`config.mk`:
```
export PLATFORM = sky130hd
export DESIGN_NAME = hamming_16_11_secded_block_decoder_core
export DESIGN_NICKNAME = d
export VERILOG_FILES = /design/src/design/hamdec_pkg.sv /design/src/design/hamdec_correct.sv /design/src/design/hamming_16_11_secded_block_decoder_core.sv
export SDC_FILE = /design/constraint.sdc
export NUM_CORES = 1
export LEC_CHECK = 0
export BUFFER_PORTS_ARGS = -buffer_cell sky130_fd_sc_hd__buf_4
export CAP_MARGIN = 15
export CORE_UTILIZATION = 30
export DETAILED_ROUTE_END_ITERATION = 7
export PLACE_DENSITY_LB_ADDON = 0.3
export SLEW_MARGIN = 25
export SYNTH_ARGS = -nofsm -noshare
export SYNTH_HDL_FRONTEND = slang
export SYNTH_SLANG_ARGS = --single-unit
```
`constraint.sdc`:
```
create_clock -name clk -period 2.7 [get_ports clk]
set_input_delay 0.54 -clock clk [delete_from_list [all_inputs] [get_ports clk]]
set_output_delay 0.54 -clock clk [all_outputs]
set_load 0.02 [all_outputs]
```
`src/design/hamdec_pkg.sv`:
```
// Shared constants, types and the error-position table for the SECDED block decoder.
package hamdec_pkg;

    localparam int unsigned CW_W            = 16;
    localparam int unsigned BYTE_W          = 8;
    localparam int unsigned SYN_W           = 4;
    localparam int unsigned WORD_IDX_W      = 3;
    localparam int unsigned EXTRA_CNT_W     = 2;

    localparam logic [WORD_IDX_W-1:0]  LAST_WORD_IDX = 3'd7;
    localparam logic [EXTRA_CNT_W-1:0] EXTRA_BYTES   = 2'd3;

    localparam logic [CW_W-1:0] SYN_MASK0 = 16'hab61;
    localparam logic [CW_W-1:0] SYN_MASK1 = 16'hcda2;
    localparam logic [CW_W-1:0] SYN_MASK2 = 16'hf1c4;
    localparam logic [CW_W-1:0] SYN_MASK3 = 16'hfe08;

    typedef struct packed {
        logic [CW_W-1:0] corrected;
        logic            double_err;
    } hamdec_result_t;

    // Map a syndrome to the codeword bit that it names.
    function automatic logic [CW_W-1:0] flip_mask(input logic [SYN_W-1:0] syn);
        logic [CW_W-1:0] m;
        unique case (syn)
            4'd0:    m = 16'h0000;
            4'd1:    m = 16'h0001;
            4'd2:    m = 16'h0002;
            4'd3:    m = 16'h0020;
            4'd4:    m = 16'h0004;
            4'd5:    m = 16'h0040;
            4'd6:    m = 16'h0080;
            4'd7:    m = 16'h0100;
            4'd8:    m = 16'h0008;
            4'd9:    m = 16'h0200;
            4'd10:   m = 16'h0400;
            4'd11:   m = 16'h0800;
            4'd12:   m = 16'h1000;
            4'd13:   m = 16'h2000;
            4'd14:   m = 16'h4000;
            default: m = 16'h8000;
        endcase
        return m;
    endfunction

endpackage

```
`src/design/hamdec_correct.sv`:
```
// Syndrome, overall parity and single-bit correction of one codeword.
module hamdec_correct
    import hamdec_pkg::*;
(
    input  logic [CW_W-1:0] codeword,
    output hamdec_result_t  result
);

    logic [SYN_W-1:0] syn;
    logic             overall;

    always_comb
    begin
        syn[0]  = ^(codeword & SYN_MASK0);
        syn[1]  = ^(codeword & SYN_MASK1);
        syn[2]  = ^(codeword & SYN_MASK2);
        syn[3]  = ^(codeword & SYN_MASK3);
        overall = ^codeword;
        // Nonzero syndrome with even parity: uncorrectable, flip anyway
        result.double_err = (syn != '0) && !overall;
        result.corrected  = codeword ^ flip_mask(syn);
    end

endmodule

```
`src/design/hamming_16_11_secded_block_decoder_core.sv`:
```
// Top level of the extended Hamming(16,11) SECDED block decoder.
//
//  channel | handshake            | payload
//  --------+----------------------+----------------------------------------------------
//  input   | in_valid / in_ready   | codeword[15:0]
//  output  | out_valid / out_ready | data_byte[7:0], last_of_block, word_double_error,
//          |                      | block_ok
//
// A codeword is registered, decoded combinationally from that register and its high
// byte lands in the output register; one codeword a cycle is sustained while the output
// is not stalled and no gathered bytes are queued. The eighth codeword of a block adds
// three gathered bytes, which leave the output register on the next three output
// transactions; the decode stage stalls meanwhile, so eight codewords give eleven bytes.
// Reset (rst_n, async, active low) empties both registers and starts a new block.
// A stalled output holds its payload. The input register accepts while it is empty or
// its codeword advances: output register free or draining, no gathered bytes queued.
module hamming_16_11_secded_block_decoder_core
    import hamdec_pkg::*;
(
    input  logic              clk,
    input  logic              rst_n,
    input  logic              in_valid,
    output logic              in_ready,
    input  logic [CW_W-1:0]   codeword,
    output logic              out_valid,
    input  logic              out_ready,
    output logic [BYTE_W-1:0] data_byte,
    output logic              last_of_block,
    output logic              word_double_error,
    output logic              block_ok
);

    logic                   s1_valid_reg, s1_valid_next;
    logic [CW_W-1:0]        s1_cw_reg;
    logic                   out_valid_reg, out_valid_next;
    logic [BYTE_W-1:0]      out_data_reg, out_data_next;
    logic                   out_last_reg, out_last_next;
    logic                   out_derr_reg, out_derr_next;
    logic                   out_ok_reg, out_ok_next;
    logic [EXTRA_CNT_W-1:0] extra_cnt_reg, extra_cnt_next;
    logic [BYTE_W-1:0]      ex7_reg, ex7_next;
    logic [BYTE_W-1:0]      ex6_reg, ex6_next;
    logic [BYTE_W-1:0]      ex5_reg, ex5_next;
    logic [WORD_IDX_W-1:0]  word_idx_reg, word_idx_next;
    logic [BYTE_W-1:0]      g7_reg, g7_next;
    logic [BYTE_W-1:0]      g6_reg, g6_next;
    logic [BYTE_W-1:0]      g5_reg, g5_next;
    logic                   nfs_reg, nfs_next;

    hamdec_result_t         dec;
    logic                   out_take;
    logic                   s1_adv;
    logic                   in_take;
    logic                   ok_now;
    logic [BYTE_W-1:0]      g7_shift, g6_shift, g5_shift;

    hamdec_correct u_correct
    (
        .codeword (s1_cw_reg),
        .result   (dec)
    );

    assign out_take = out_valid_reg && out_ready;
    // Advance the decode stage only when the output slot frees up and no gathered
    // bytes are still queued.
    assign s1_adv   = s1_valid_reg && (extra_cnt_reg == '0) && (!out_valid_reg || out_ready);
    assign in_ready = !s1_valid_reg || s1_adv;
    assign in_take  = in_valid && in_ready;

    assign ok_now   = nfs_reg && !dec.double_err;
    assign g7_shift = {g7_reg[BYTE_W-2:0], dec.corrected[7]};
    assign g6_shift = {g6_reg[BYTE_W-2:0], dec.corrected[6]};
    assign g5_shift = {g5_reg[BYTE_W-2:0], dec.corrected[5]};

    always_comb
    begin
        s1_valid_next  = s1_valid_reg;
        out_valid_next = out_valid_reg;
        out_data_next  = out_data_reg;
        out_last_next  = out_last_reg;
        out_derr_next  = out_derr_reg;
        out_ok_next    = out_ok_reg;
        extra_cnt_next = extra_cnt_reg;
        ex7_next       = ex7_reg;
        ex6_next       = ex6_reg;
        ex5_next       = ex5_reg;
        word_idx_next  = word_idx_reg;
        g7_next        = g7_reg;
        g6_next        = g6_reg;
        g5_next        = g5_reg;
        nfs_next       = nfs_reg;

        if (in_take)
        begin
            s1_valid_next = 1'b1;
        end
        else if (s1_adv)
        begin
            s1_valid_next = 1'b0;
        end

        if (s1_adv)
        begin
            out_valid_next = 1'b1;
            out_data_next  = dec.corrected[CW_W-1:BYTE_W];
            out_last_next  = 1'b0;
            out_derr_next  = dec.double_err;
            out_ok_next    = ok_now;
            if (word_idx_reg == LAST_WORD_IDX)
            begin
                // Queue the gathered bytes and start a fresh block
                ex7_next       = g7_shift;
                ex6_next       = g6_shift;
                ex5_next       = g5_shift;
                extra_cnt_next = EXTRA_BYTES;
                word_idx_next  = '0;
                g7_next        = '0;
                g6_next        = '0;
                g5_next        = '0;
                nfs_next       = 1'b1;
            end
            else
            begin
                word_idx_next = word_idx_reg + 1'b1;
                g7_next       = g7_shift;
                g6_next       = g6_shift;
                g5_next       = g5_shift;
                nfs_next      = ok_now;
            end
        end
        else if (out_take)
        begin
            if (extra_cnt_reg != '0)
            begin
                // Drop the sent byte and advance the gathered queue
                out_data_next  = ex7_reg;
                ex7_next       = ex6_reg;
                ex6_next       = ex5_reg;
                out_last_next  = (extra_cnt_reg == 2'd1);
                extra_cnt_next = extra_cnt_reg - 1'b1;
            end
            else
            begin
                out_valid_next = 1'b0;
            end
        end
    end

    always_ff @(posedge clk or negedge rst_n)
    begin
        if (!rst_n)
        begin
            s1_valid_reg  <= 1'b0;
            out_valid_reg <= 1'b0;
            extra_cnt_reg <= '0;
            word_idx_reg  <= '0;
            g7_reg        <= '0;
            g6_reg        <= '0;
            g5_reg        <= '0;
            nfs_reg       <= 1'b1;
        end
        else
        begin
            s1_valid_reg  <= s1_valid_next;
            out_valid_reg <= out_valid_next;
            extra_cnt_reg <= extra_cnt_next;
            word_idx_reg  <= word_idx_next;
            g7_reg        <= g7_next;
            g6_reg        <= g6_next;
            g5_reg        <= g5_next;
            nfs_reg       <= nfs_next;
        end
    end

    always_ff @(posedge clk)
    begin
        if (in_take)
        begin
            s1_cw_reg <= codeword;
        end
        out_data_reg <= out_data_next;
        out_last_reg <= out_last_next;
        out_derr_reg <= out_derr_next;
        out_ok_reg   <= out_ok_next;
        ex7_reg      <= ex7_next;
        ex6_reg      <= ex6_next;
        ex5_reg      <= ex5_next;
    end

    assign out_valid         = out_valid_reg;
    assign data_byte         = out_data_reg;
    assign last_of_block     = out_last_reg;
    assign word_double_error = out_derr_reg;
    assign block_ok          = out_ok_reg;

endmodule
```
==> results of run 1 <==
## report_power, final
group          leakage (nW)  internal [mW]        switching (mW)
registers             0.825           1.29  0.000000000000000396
clock network         0.143          0.711                 0.471
logic                 0.876         0.0177                0.0141
## layer usage
metal,up-vias,wire (µm)
met1,1141,3350
met5,-,0
met4,0,176
li1,1182,-
met3,11,198
met2,53,3240
## worst max-delay path, stage by stage (launching register included)
cell     delay [ns]
dfrtp_1        0.41
inv_1          0.10
ha_1           0.31
nand2_1        0.08
or2_2          0.31
nand2_1        0.12
buf_4          0.15
## how the worst max path moves through the flow
stage	from	endpoint	slack, ns	depth (start not counted)
5_1_grt	extra_cnt_reg[0]	in_ready	0.22	6
4_1_cts	extra_cnt_reg[0]	in_ready	0.32	6
3_3_place_gp	s1_cw_reg[11]	ex6_reg[0]	0.40	6
3_5_place_dp	s1_cw_reg[11]	ex6_reg[0]	0.42	6
6_report	extra_cnt_reg[0]	in_ready	0.34	6
2_1_floorplan	word_idx_reg[0]	ex6_reg[0]	0.05	4
## cell type report
type	instances	area [µm²]
Fill cell	1164	7610
Sequential cell	80	2250
Multi-Input combinational cell	230	1390
Timing Repair Buffer	37	278
Clock buffer	10	229
Tap cell	147	184
Clock inverter	6	58.8
Inverter	4	15.0
## placed cells by master, fill, tap and decap left out, types with 3 or more instances in the layout
master | Yosys | layout
nor3_2 | 4 | 4
nand3b_1 | 18 | 18
ha_1 | 5 | 5
xor2_2 | 4 | 4
inv_1 | 3 | 3
nand2_1 | 101 | 101
o21ai_1 | 4 | 4
xor2_1 | 18 | 18
clkinv_2 | 0 | 3
buf_4 | 0 | 37
dfrtp_1 | 28 | 28
clkbuf_16 | 0 | 9
nor3_1 | 12 | 12
nor2b_1 | 3 | 3
edfxtp_1 | 50 | 50
o21ai_0 | 7 | 7
o22ai_1 | 10 | 10
xnor2_1 | 19 | 19
nor2_1 | 6 | 6
## cell families (layout without fill, tap and decap cells)
family	count (synthesis)	in the layout	synth area share [%]
simple gates	149	149	18.9
flops	80	80	60.9
xor+xnor	41	41	10.5
compound gates	33	33	5.86
buf+inv	16	57	1.63
fa+ha+maj	5	5	1.69
mux	2	2	0.542
==> reports/metrics.yaml, run 1 <==
run_status:
  status: "finished, final reports clean"
floorplanning:
  start_util_pct: 30.7
  die_height_um: 113
  fp.coreArea_um2: 12000
  die_x_um: 113
  die-area_um2: 12800
  ios: 33
  row_count: 40
yosys:
  synth_top_cells_by_count: "nand2_1, edfxtp_1, dfrtp_1"
  synth_nets: 351
  seq_area_frac_synth_pct: 60.9
  yosysUniqueCellTypes: 35
  synth-async-reset-ratio_pct: 36.3
  synth.top_cells.by_area: "edfxtp_1, dfrtp_1, nand2_1"
  synth_area_um2: 3690
  netlist.area_leader.share_pct: 40.7
  synth.yosys.warnings: 0
  synth_flop_cell: "edfxtp_1"
  ys_ff_latch: 80
  yosysTopAreaCell: "edfxtp_1"
  synth.most_common_cell: "nand2_1"
  synth_area_per_cell_um2: 11.3
  synth-edff-count: 50
  synth_cells: 326
cts:
  holdBufCountCts: 0
  h-tree-depth: 3
  cts_tree: "yes"
  numCtsBuffers: 9
  clk_latency_ns: 0.34
  root_buffer: "clkbuf_16"
  cts_resized: 0
  clk_pin_slew_ns: 0.06
  cts_buffer_depth: 2
  cts_setup_buffers: 0
  cts_num_sinks: 80
critical_path:
  r2r_end: "ex6_reg[0]"
  cp.required_ns: 2.16
  path_class: "register to output port"
  rrSetupSlack_ns: 0.39
  cp-start-kind: "register"
  critPathArrivalTime_ns: 1.82
  ff2ff_path_depth: 6
  rr_startpoint: "s1_cw_reg[11]"
  end_kind: "output port"
  cp_max_fo: 6
sta:
  skew_ns: 0.00935
  slew_viol_final: 0
  setup-violations-final: 0
  setup_ws_ns: 0.341
  fin_crit_sh_pct: 87.4
  slew_headroom_pct: 56.7
  rsz0062_at_grt: "false"
  hold_viol_final: 0
  period_needed_ns: 2.36
  fin_tns_setup_ns: 0
  worst_pin_slew_ns: 0.647
  fmax_ghz: 0.424
  whs_ns: 0.137
finish:
  drive_gt1_share_pct: 18.0
  antennaDiodeCount: 0
  areaGrowthSynthToFinish_pct: 19.2
  final_util_pct: 36.7
  layout.nets: 387
  largest_reg_flops: 16
  fin_area_um2: 4400
  finalNonFillerCells: 514
global_routing:
  grt_pass1_vias: 2405
  use_met1_pct: 15.6
  antenna_found_initial: 0
  grt-busiest-layer: "met2"
  track_usage_pct: 12.0
  grt_remaining_overflow: 0
  grt_pass1_wl_mm: 11.7
  met3_usage_pct: 1.77
  grt_max_degree: 63
  met2_usage_pct: 19.3
placed_design:
  dpl.cell_count: 498
  dp_slack_ns: 0.424
  gp_congestion: 0.986
  dp_hpwl_mm: 4.77
  placed_cell_area_um2: 4120
  portBuffers: 32
power:
  power.total_mw: 2.51
  ir_worst_vdd_mv: 0.369
  cellLeakagePower_nw: 1.84
  powerDensity_nw_per_um2: 570
worst_hold_path:
  hold_path_class: "input pin to async pin"
job:
  drv_cap: 0
route:
  drc: 0
  wl_per_cell_um: 13.5
  via_per_inst: 4.64
  first_iter_violations: 156
  vias: 2387
  routed_wl_mm: 6.96
  dr.pass1.iters: 6
  ant_nets: 0
(Power assumes the default switching activity.)
==> run 2: changes to the inputs <==
--- a/config.mk
+++ b/config.mk
@@ -10,6 +10,7 @@
 export CORE_UTILIZATION = 30
 export DETAILED_ROUTE_END_ITERATION = 7
 export PLACE_DENSITY_LB_ADDON = 0.3
+export SETUP_SLACK_MARGIN = 0.4
 export SLEW_MARGIN = 25
 export SYNTH_ARGS = -nofsm -noshare
 export SYNTH_HDL_FRONTEND = slang
==> run 2 against run 1 <==
  * Clock-buffer cell count increased by 2
  * Non-clock buffer count unchanged
  * Clock skew down 0.0025 ns
  * Die area did not move
  * Routed wire length increased by 0.72%
  * Sequential power is essentially flat
  * Register-to-register slack improved by 0.17 ns
  * Flip-flop and latch count is the same
  * Worst hold slack improved by 0.0084 ns
  * Sequential share of layout area shrank 2.0 points
  * Critical path type unchanged
==> reports/metrics.yaml, run 2 (synthesized netlist as in run 1, its figures left out) <==
critical_path:
  cp_max_fo: 17
  cp.required_ns: 2.16
  critPathArrivalTime_ns: 1.66
  cp-start-kind: "register"
  end_kind: "output port"
  path_class: "register to output port"
sta:
  rsz0062_at_grt: "false"
  hold_viol_final: 0
  slew_viol_final: 0
  fin_crit_sh_pct: 81.4
  slew_headroom_pct: 60.1
  setup-violations-final: 0
  worst_pin_slew_ns: 0.596
  skew_ns: 0.00686
  fin_tns_setup_ns: 0
  fmax_ghz: 0.455
  period_needed_ns: 2.20
cts:
  cts_num_sinks: 80
  clk_pin_slew_ns: 0.06
  clk_latency_ns: 0.33
  holdBufCountCts: 0
  cts_setup_buffers: 0
  h-tree-depth: 3
  numCtsBuffers: 9
  cts_tree: "yes"
  cts_buffer_depth: 2
  root_buffer: "clkbuf_16"
finish:
  seq_area_um2: 2250
  antennaDiodeCount: 0
  layout_common_cells: "nand2_1, edfxtp_1, buf_4"
  layout.nets: 387
  multi_input_area_um2: 1550
  fin_area_um2: 4580
  final_common_cell: "nand2_1"
  areaGrowthSynthToFinish_pct: 23.9
  largest_reg_flops: 16
  drive_gt1_share_pct: 24.3
  nFillCells: 1190
power:
  pwr-share-seq_pct: 51.5
  cellLeakagePower_nw: 1.91
  p_comb_share_pct: 1.3
  ir_worst_vdd_mv: 0.318
  power_frac_clock_pct: 47.2
  switchingPower_mw: 0.462
  p_int_mw: 2.05
  swShare_pct: 18.4
  powerDensity_nw_per_um2: 549
global_routing:
  grt_pass1_wl_mm: 11.6
  grt_pass1_vias: 2366
  antenna_found_initial: 0
  grt_max_degree: 49
  track_usage_pct: 11.5
  met2_usage_pct: 17.6
  grt_remaining_overflow: 0
  grt-busiest-layer: "met2"
  use_met1_pct: 16.3
  met3_usage_pct: 2.09
route:
  ant_nets: 0
  drc: 0
  wl_per_cell_um: 13.6
  dr.pass1.iters: 4
  first_iter_violations: 110
  via_per_inst: 4.70
  routed_wl_mm: 7.01
  vias: 2417
floorplanning:
  die_x_um: 113
  die-area_um2: 12800
  fp.coreArea_um2: 12000
  die_height_um: 113
  start_util_pct: 30.7
  row_count: 40
  ios: 33
worst_hold_path:
  hold_path_class: "input pin to async pin"
placed_design:
  dp_hpwl_mm: 4.82
  placed_cell_area_um2: 4130
  gp_congestion: 0.835
  portBuffers: 32
run_status:
  status: "finished, final reports clean"
job:
  drv_cap: 0
## run 2: cell count changes in the layout (fill, tap and decap cells not counted), moves of 3 or more
cell / previous run / this run
nor3_1: 12 / 9
nor3_2: 4 / 7
xnor2_1: 19 / 9
xnor2_2: 0 / 10
xor2_1: 18 / 11
xor2_2: 4 / 11
## run 2: timing repair
item,4_1_cts,5_1_grt
endpoints found under the setup margin,1,12
cloned,0,0
pin swaps,0,1
gates resized for setup,2,23
## run 2: layout make-up
cell class	count	area share, %
multi-input cells	230	33.8
repair buffers	37	6.34
flip-flops and latches	80	49.1
inverters	4	0.328
clock buffers	12	5.38
clock inverters	4	0.984
well taps	147	4.02
## run 2: path summary, 6_finish.rpt
kind | start | end | slack [ns] | cells after the start
max reg2reg | s1_cw_reg[7] | data_byte[3] | 0.56 | 6
max in group asynchronous | rst_n | nfs_reg | 2.23 | 1
min in group clk | codeword[12] | s1_cw_reg[12] | 0.39 | 1
min | rst_n | g5_reg[4] | 0.15 | 1
min reg2reg | g5_reg[6] | ex5_reg[7] | 0.47 | 0
max | extra_cnt_reg[0] | in_ready | 0.50 | 6
## run 2: layer usage
metal / share of wire, % / wire, µm
met5: 0 / 0
met4: 1.6 / 111
met3: 3.6 / 249
met2: 46 / 3230
met1: 49 / 3420
## run 2: power groups by stage
| stage | logic [mW] | registers, mW | clock network, mW |
|---|---|---|---|
| floorplan | 0.000915 | 1.32 | 0 |
| global placement | 0.0316 | 1.32 | 0 |
| detailed placement | 0.0327 | 1.32 | 0 |
| CTS | 0.0327 | 1.29 | 1.21 |
| global route | 0.0351 | 1.29 | 1.27 |
| finish | 0.0316 | 1.29 | 1.19 |
## run 2: worst max-delay path, cell delays in order (launching register included)
cell and delay [ns]:
dfrtp_1 0.41, inv_2 0.10, ha_4 0.17, nand2_1 0.06
or2_4 0.30, nand2_1 0.13, buf_4 0.15
## run 2: per-stage QoR
stage               utilization (%)  hold WS, ns  setup slack, ns  instances  total power, mW
finish                         38.1        0.145            0.501        514             2.51
CTS                            36.8        0.153            0.409        514             2.54
detailed placement             34.4        0.459            0.419        498             1.35
global route                   38.1        0.165            0.401        514             2.60
floorplan                         -        0.244            0.558        326             1.32
global placement               34.4        0.440            0.451        498             1.35
==> run 3: changes to the inputs <==
==> constraint.sdc (replaced) <==
create_clock -name clk -period 1.8 [get_ports clk]
set_input_delay 0.36 -clock clk [delete_from_list [all_inputs] [get_ports clk]]
set_output_delay 0.36 -clock clk [all_outputs]
set_load 0.02 [all_outputs]
==> run 3 against run 2 <==
  * The run now ends with negative setup slack left
  * Highest routed layer unchanged
  * Combinational power is 60% higher
  * Clock power is 40% higher
  * Die area unchanged
  * Global-route usage increased by 3.6 points
==> reports/metrics.yaml, run 3 (synthesized netlist as in run 1, its figures left out) <==
run_status:
  status: "complete, but fails checks"
  violations: "negative setup slack"
critical_path:
  cp.depth: 7
  cp_top_family: "XOR/XNOR gates"
  end_kind: "register"
  cpMaxStageDelayCell: "edfxtp_1"
  path_class: "register to register"
  critPathArrivalTime_ns: 2.20
  cp_num_buf_inv: 1
  r2r_end: "ex6_reg[0]"
  rrSetupSlack_ns: -0.31
  cp-start-kind: "register"
  ff2ff_path_depth: 7
  critPathCapture: "ex6_reg[0]"
  cpPeakStageDelay_ns: 0.53
  worstPathCellList: "xor2_4, xor2_2, buf_4, nor3_2, o22ai_2, xor2_1, o21ai_1"
  cp.required_ns: 1.89
  rr_startpoint: "s1_cw_reg[11]"
  cp_max_fo: 4
  timing.critical_path.from: "s1_cw_reg[11]"
floorplanning:
  die_x_um: 113
  die-area_um2: 12800
  row_count: 40
  fp.coreArea_um2: 12000
  die_height_um: 113
  start_util_pct: 30.7
  ios: 33
route:
  vias: 2723
  drc: 0
  routed_wl_mm: 9.01
  first_iter_violations: 130
  dr.pass1.iters: 4
  via_per_inst: 4.66
  ant_nets: 0
  wl_per_cell_um: 15.4
power:
  swShare_pct: 20.7
  switchingPower_mw: 0.759
  pwr-share-seq_pct: 53.0
  powerDensity_nw_per_um2: 613
  p_int_mw: 2.90
  p_comb_share_pct: 1.4
  power_frac_clock_pct: 45.6
  power.total_mw: 3.66
  cellLeakagePower_nw: 2.57
  ir_worst_vdd_mv: 0.376
placed_design:
  gp_congestion: 0.947
  portBuffers: 32
  dp_hpwl_mm: 5.15
  placed_cell_area_um2: 4550
  dp_slack_ns: -0.270
sta:
  setup-violations-final: 18
  rsz0062_at_grt: "true"
  slew_viol_final: 0
  worst_pin_slew_ns: 0.496
  skew_ns: 0.00485
  fmax_ghz: 0.474
  fin_crit_sh_pct: 117
  period_needed_ns: 2.11
  hold_viol_final: 0
  setup_ws_ns: -0.312
  slew_headroom_pct: 66.8
global_routing:
  grt_pass1_vias: 2844
  antenna_found_initial: 0
  grt_pass1_wl_mm: 14.5
  grt_remaining_overflow: 0
  grt_max_degree: 30
  track_usage_pct: 15.2
finish:
  fin_area_um2: 5970
  layout.nets: 457
  antennaDiodeCount: 0
  areaGrowthSynthToFinish_pct: 61.7
  largest_reg_flops: 16
  drive_gt1_share_pct: 53.1
  multi_input_area_um2: 2060
  nFillCells: 1006
  seq_area_um2: 2250
  layout_common_cells: "buf_4, nand2_1, edfxtp_1"
  final_common_cell: "buf_4"
cts:
  cts_buffer_depth: 2
  root_buffer: "clkbuf_16"
  h-tree-depth: 3
  clk_pin_slew_ns: 0.06
  cts_tree: "yes"
  numCtsBuffers: 9
  cts_num_sinks: 80
  clk_latency_ns: 0.34
job:
  drv_cap: 0
worst_hold_path:
  hold_path_class: "input pin to register"
## run 3: final cells by class
cell class,instances,share of cell area (%)
flip-flops and latches,80,37.7
multi-input cells,232,34.4
repair buffers,105,19.8
clock buffers,9,3.77
well taps,147,3.08
clock inverters,7,0.796
inverters,4,0.461
## run 3: how the worst min path moves through the flow
stage | startpoint | depth (start not counted) | slack (ns) | to
finish | codeword[15] | 1 | 0.19 | s1_cw_reg[15]
global route | codeword[7] | 1 | 0.18 | s1_cw_reg[7]
CTS | codeword[15] | 1 | 0.19 | s1_cw_reg[15]
global placement | rst_n | 1 | 0.32 | g5_reg[0]
floorplan | rst_n | 0 | 0.06 | extra_cnt_reg[0]
detailed placement | rst_n | 1 | 0.33 | g6_reg[0]
## run 3: repair_timing
item | 4_1_cts | 5_1_grt
cloned | 9 | 3
setup endpoints to repair | 106 | 107
hold endpoints to repair | 28 | 0
hold buffers | 1 | 0
buffers inserted | 26 | 10
pin swaps | 38 | 29
resized for setup | 90 | 43
## run 3: power by group through the flow
stage	clock network [mW]	registers [mW]	logic, mW
final	1.67	1.94	0.0505
after global routing	1.79	1.94	0.0568
after CTS	1.71	1.94	0.0526
after detailed placement	0	1.98	0.0492
after global placement	0	1.98	0.0481
after floorplan	0	1.98	0.00137
## run 3: metal layers
| layer | up-vias | track usage, % | share of wire, % |
|---|---|---|---|
| met5 | - | 0 | 0 |
| li1 | 1327 | - | - |
| met1 | 1336 | 18.5 | 43 |
| met4 | 0 | 7.37 | 2.3 |
| met2 | 45 | 25.3 | 51 |
| met3 | 15 | 3.64 | 2.9 |
## run 3: metrics by stage
stage,util (%),TNS (ns),instances,hold slack (ns)
final,49.7,-4.03,584,0.194
after global routing,49.7,-5.71,584,0.179
after CTS,46.7,-3.64,571,0.186
after detailed placement,37.9,-3.52,519,0.329
after global placement,37.9,-3.09,519,0.320
after floorplan,-,-0.0599,326,0.0644
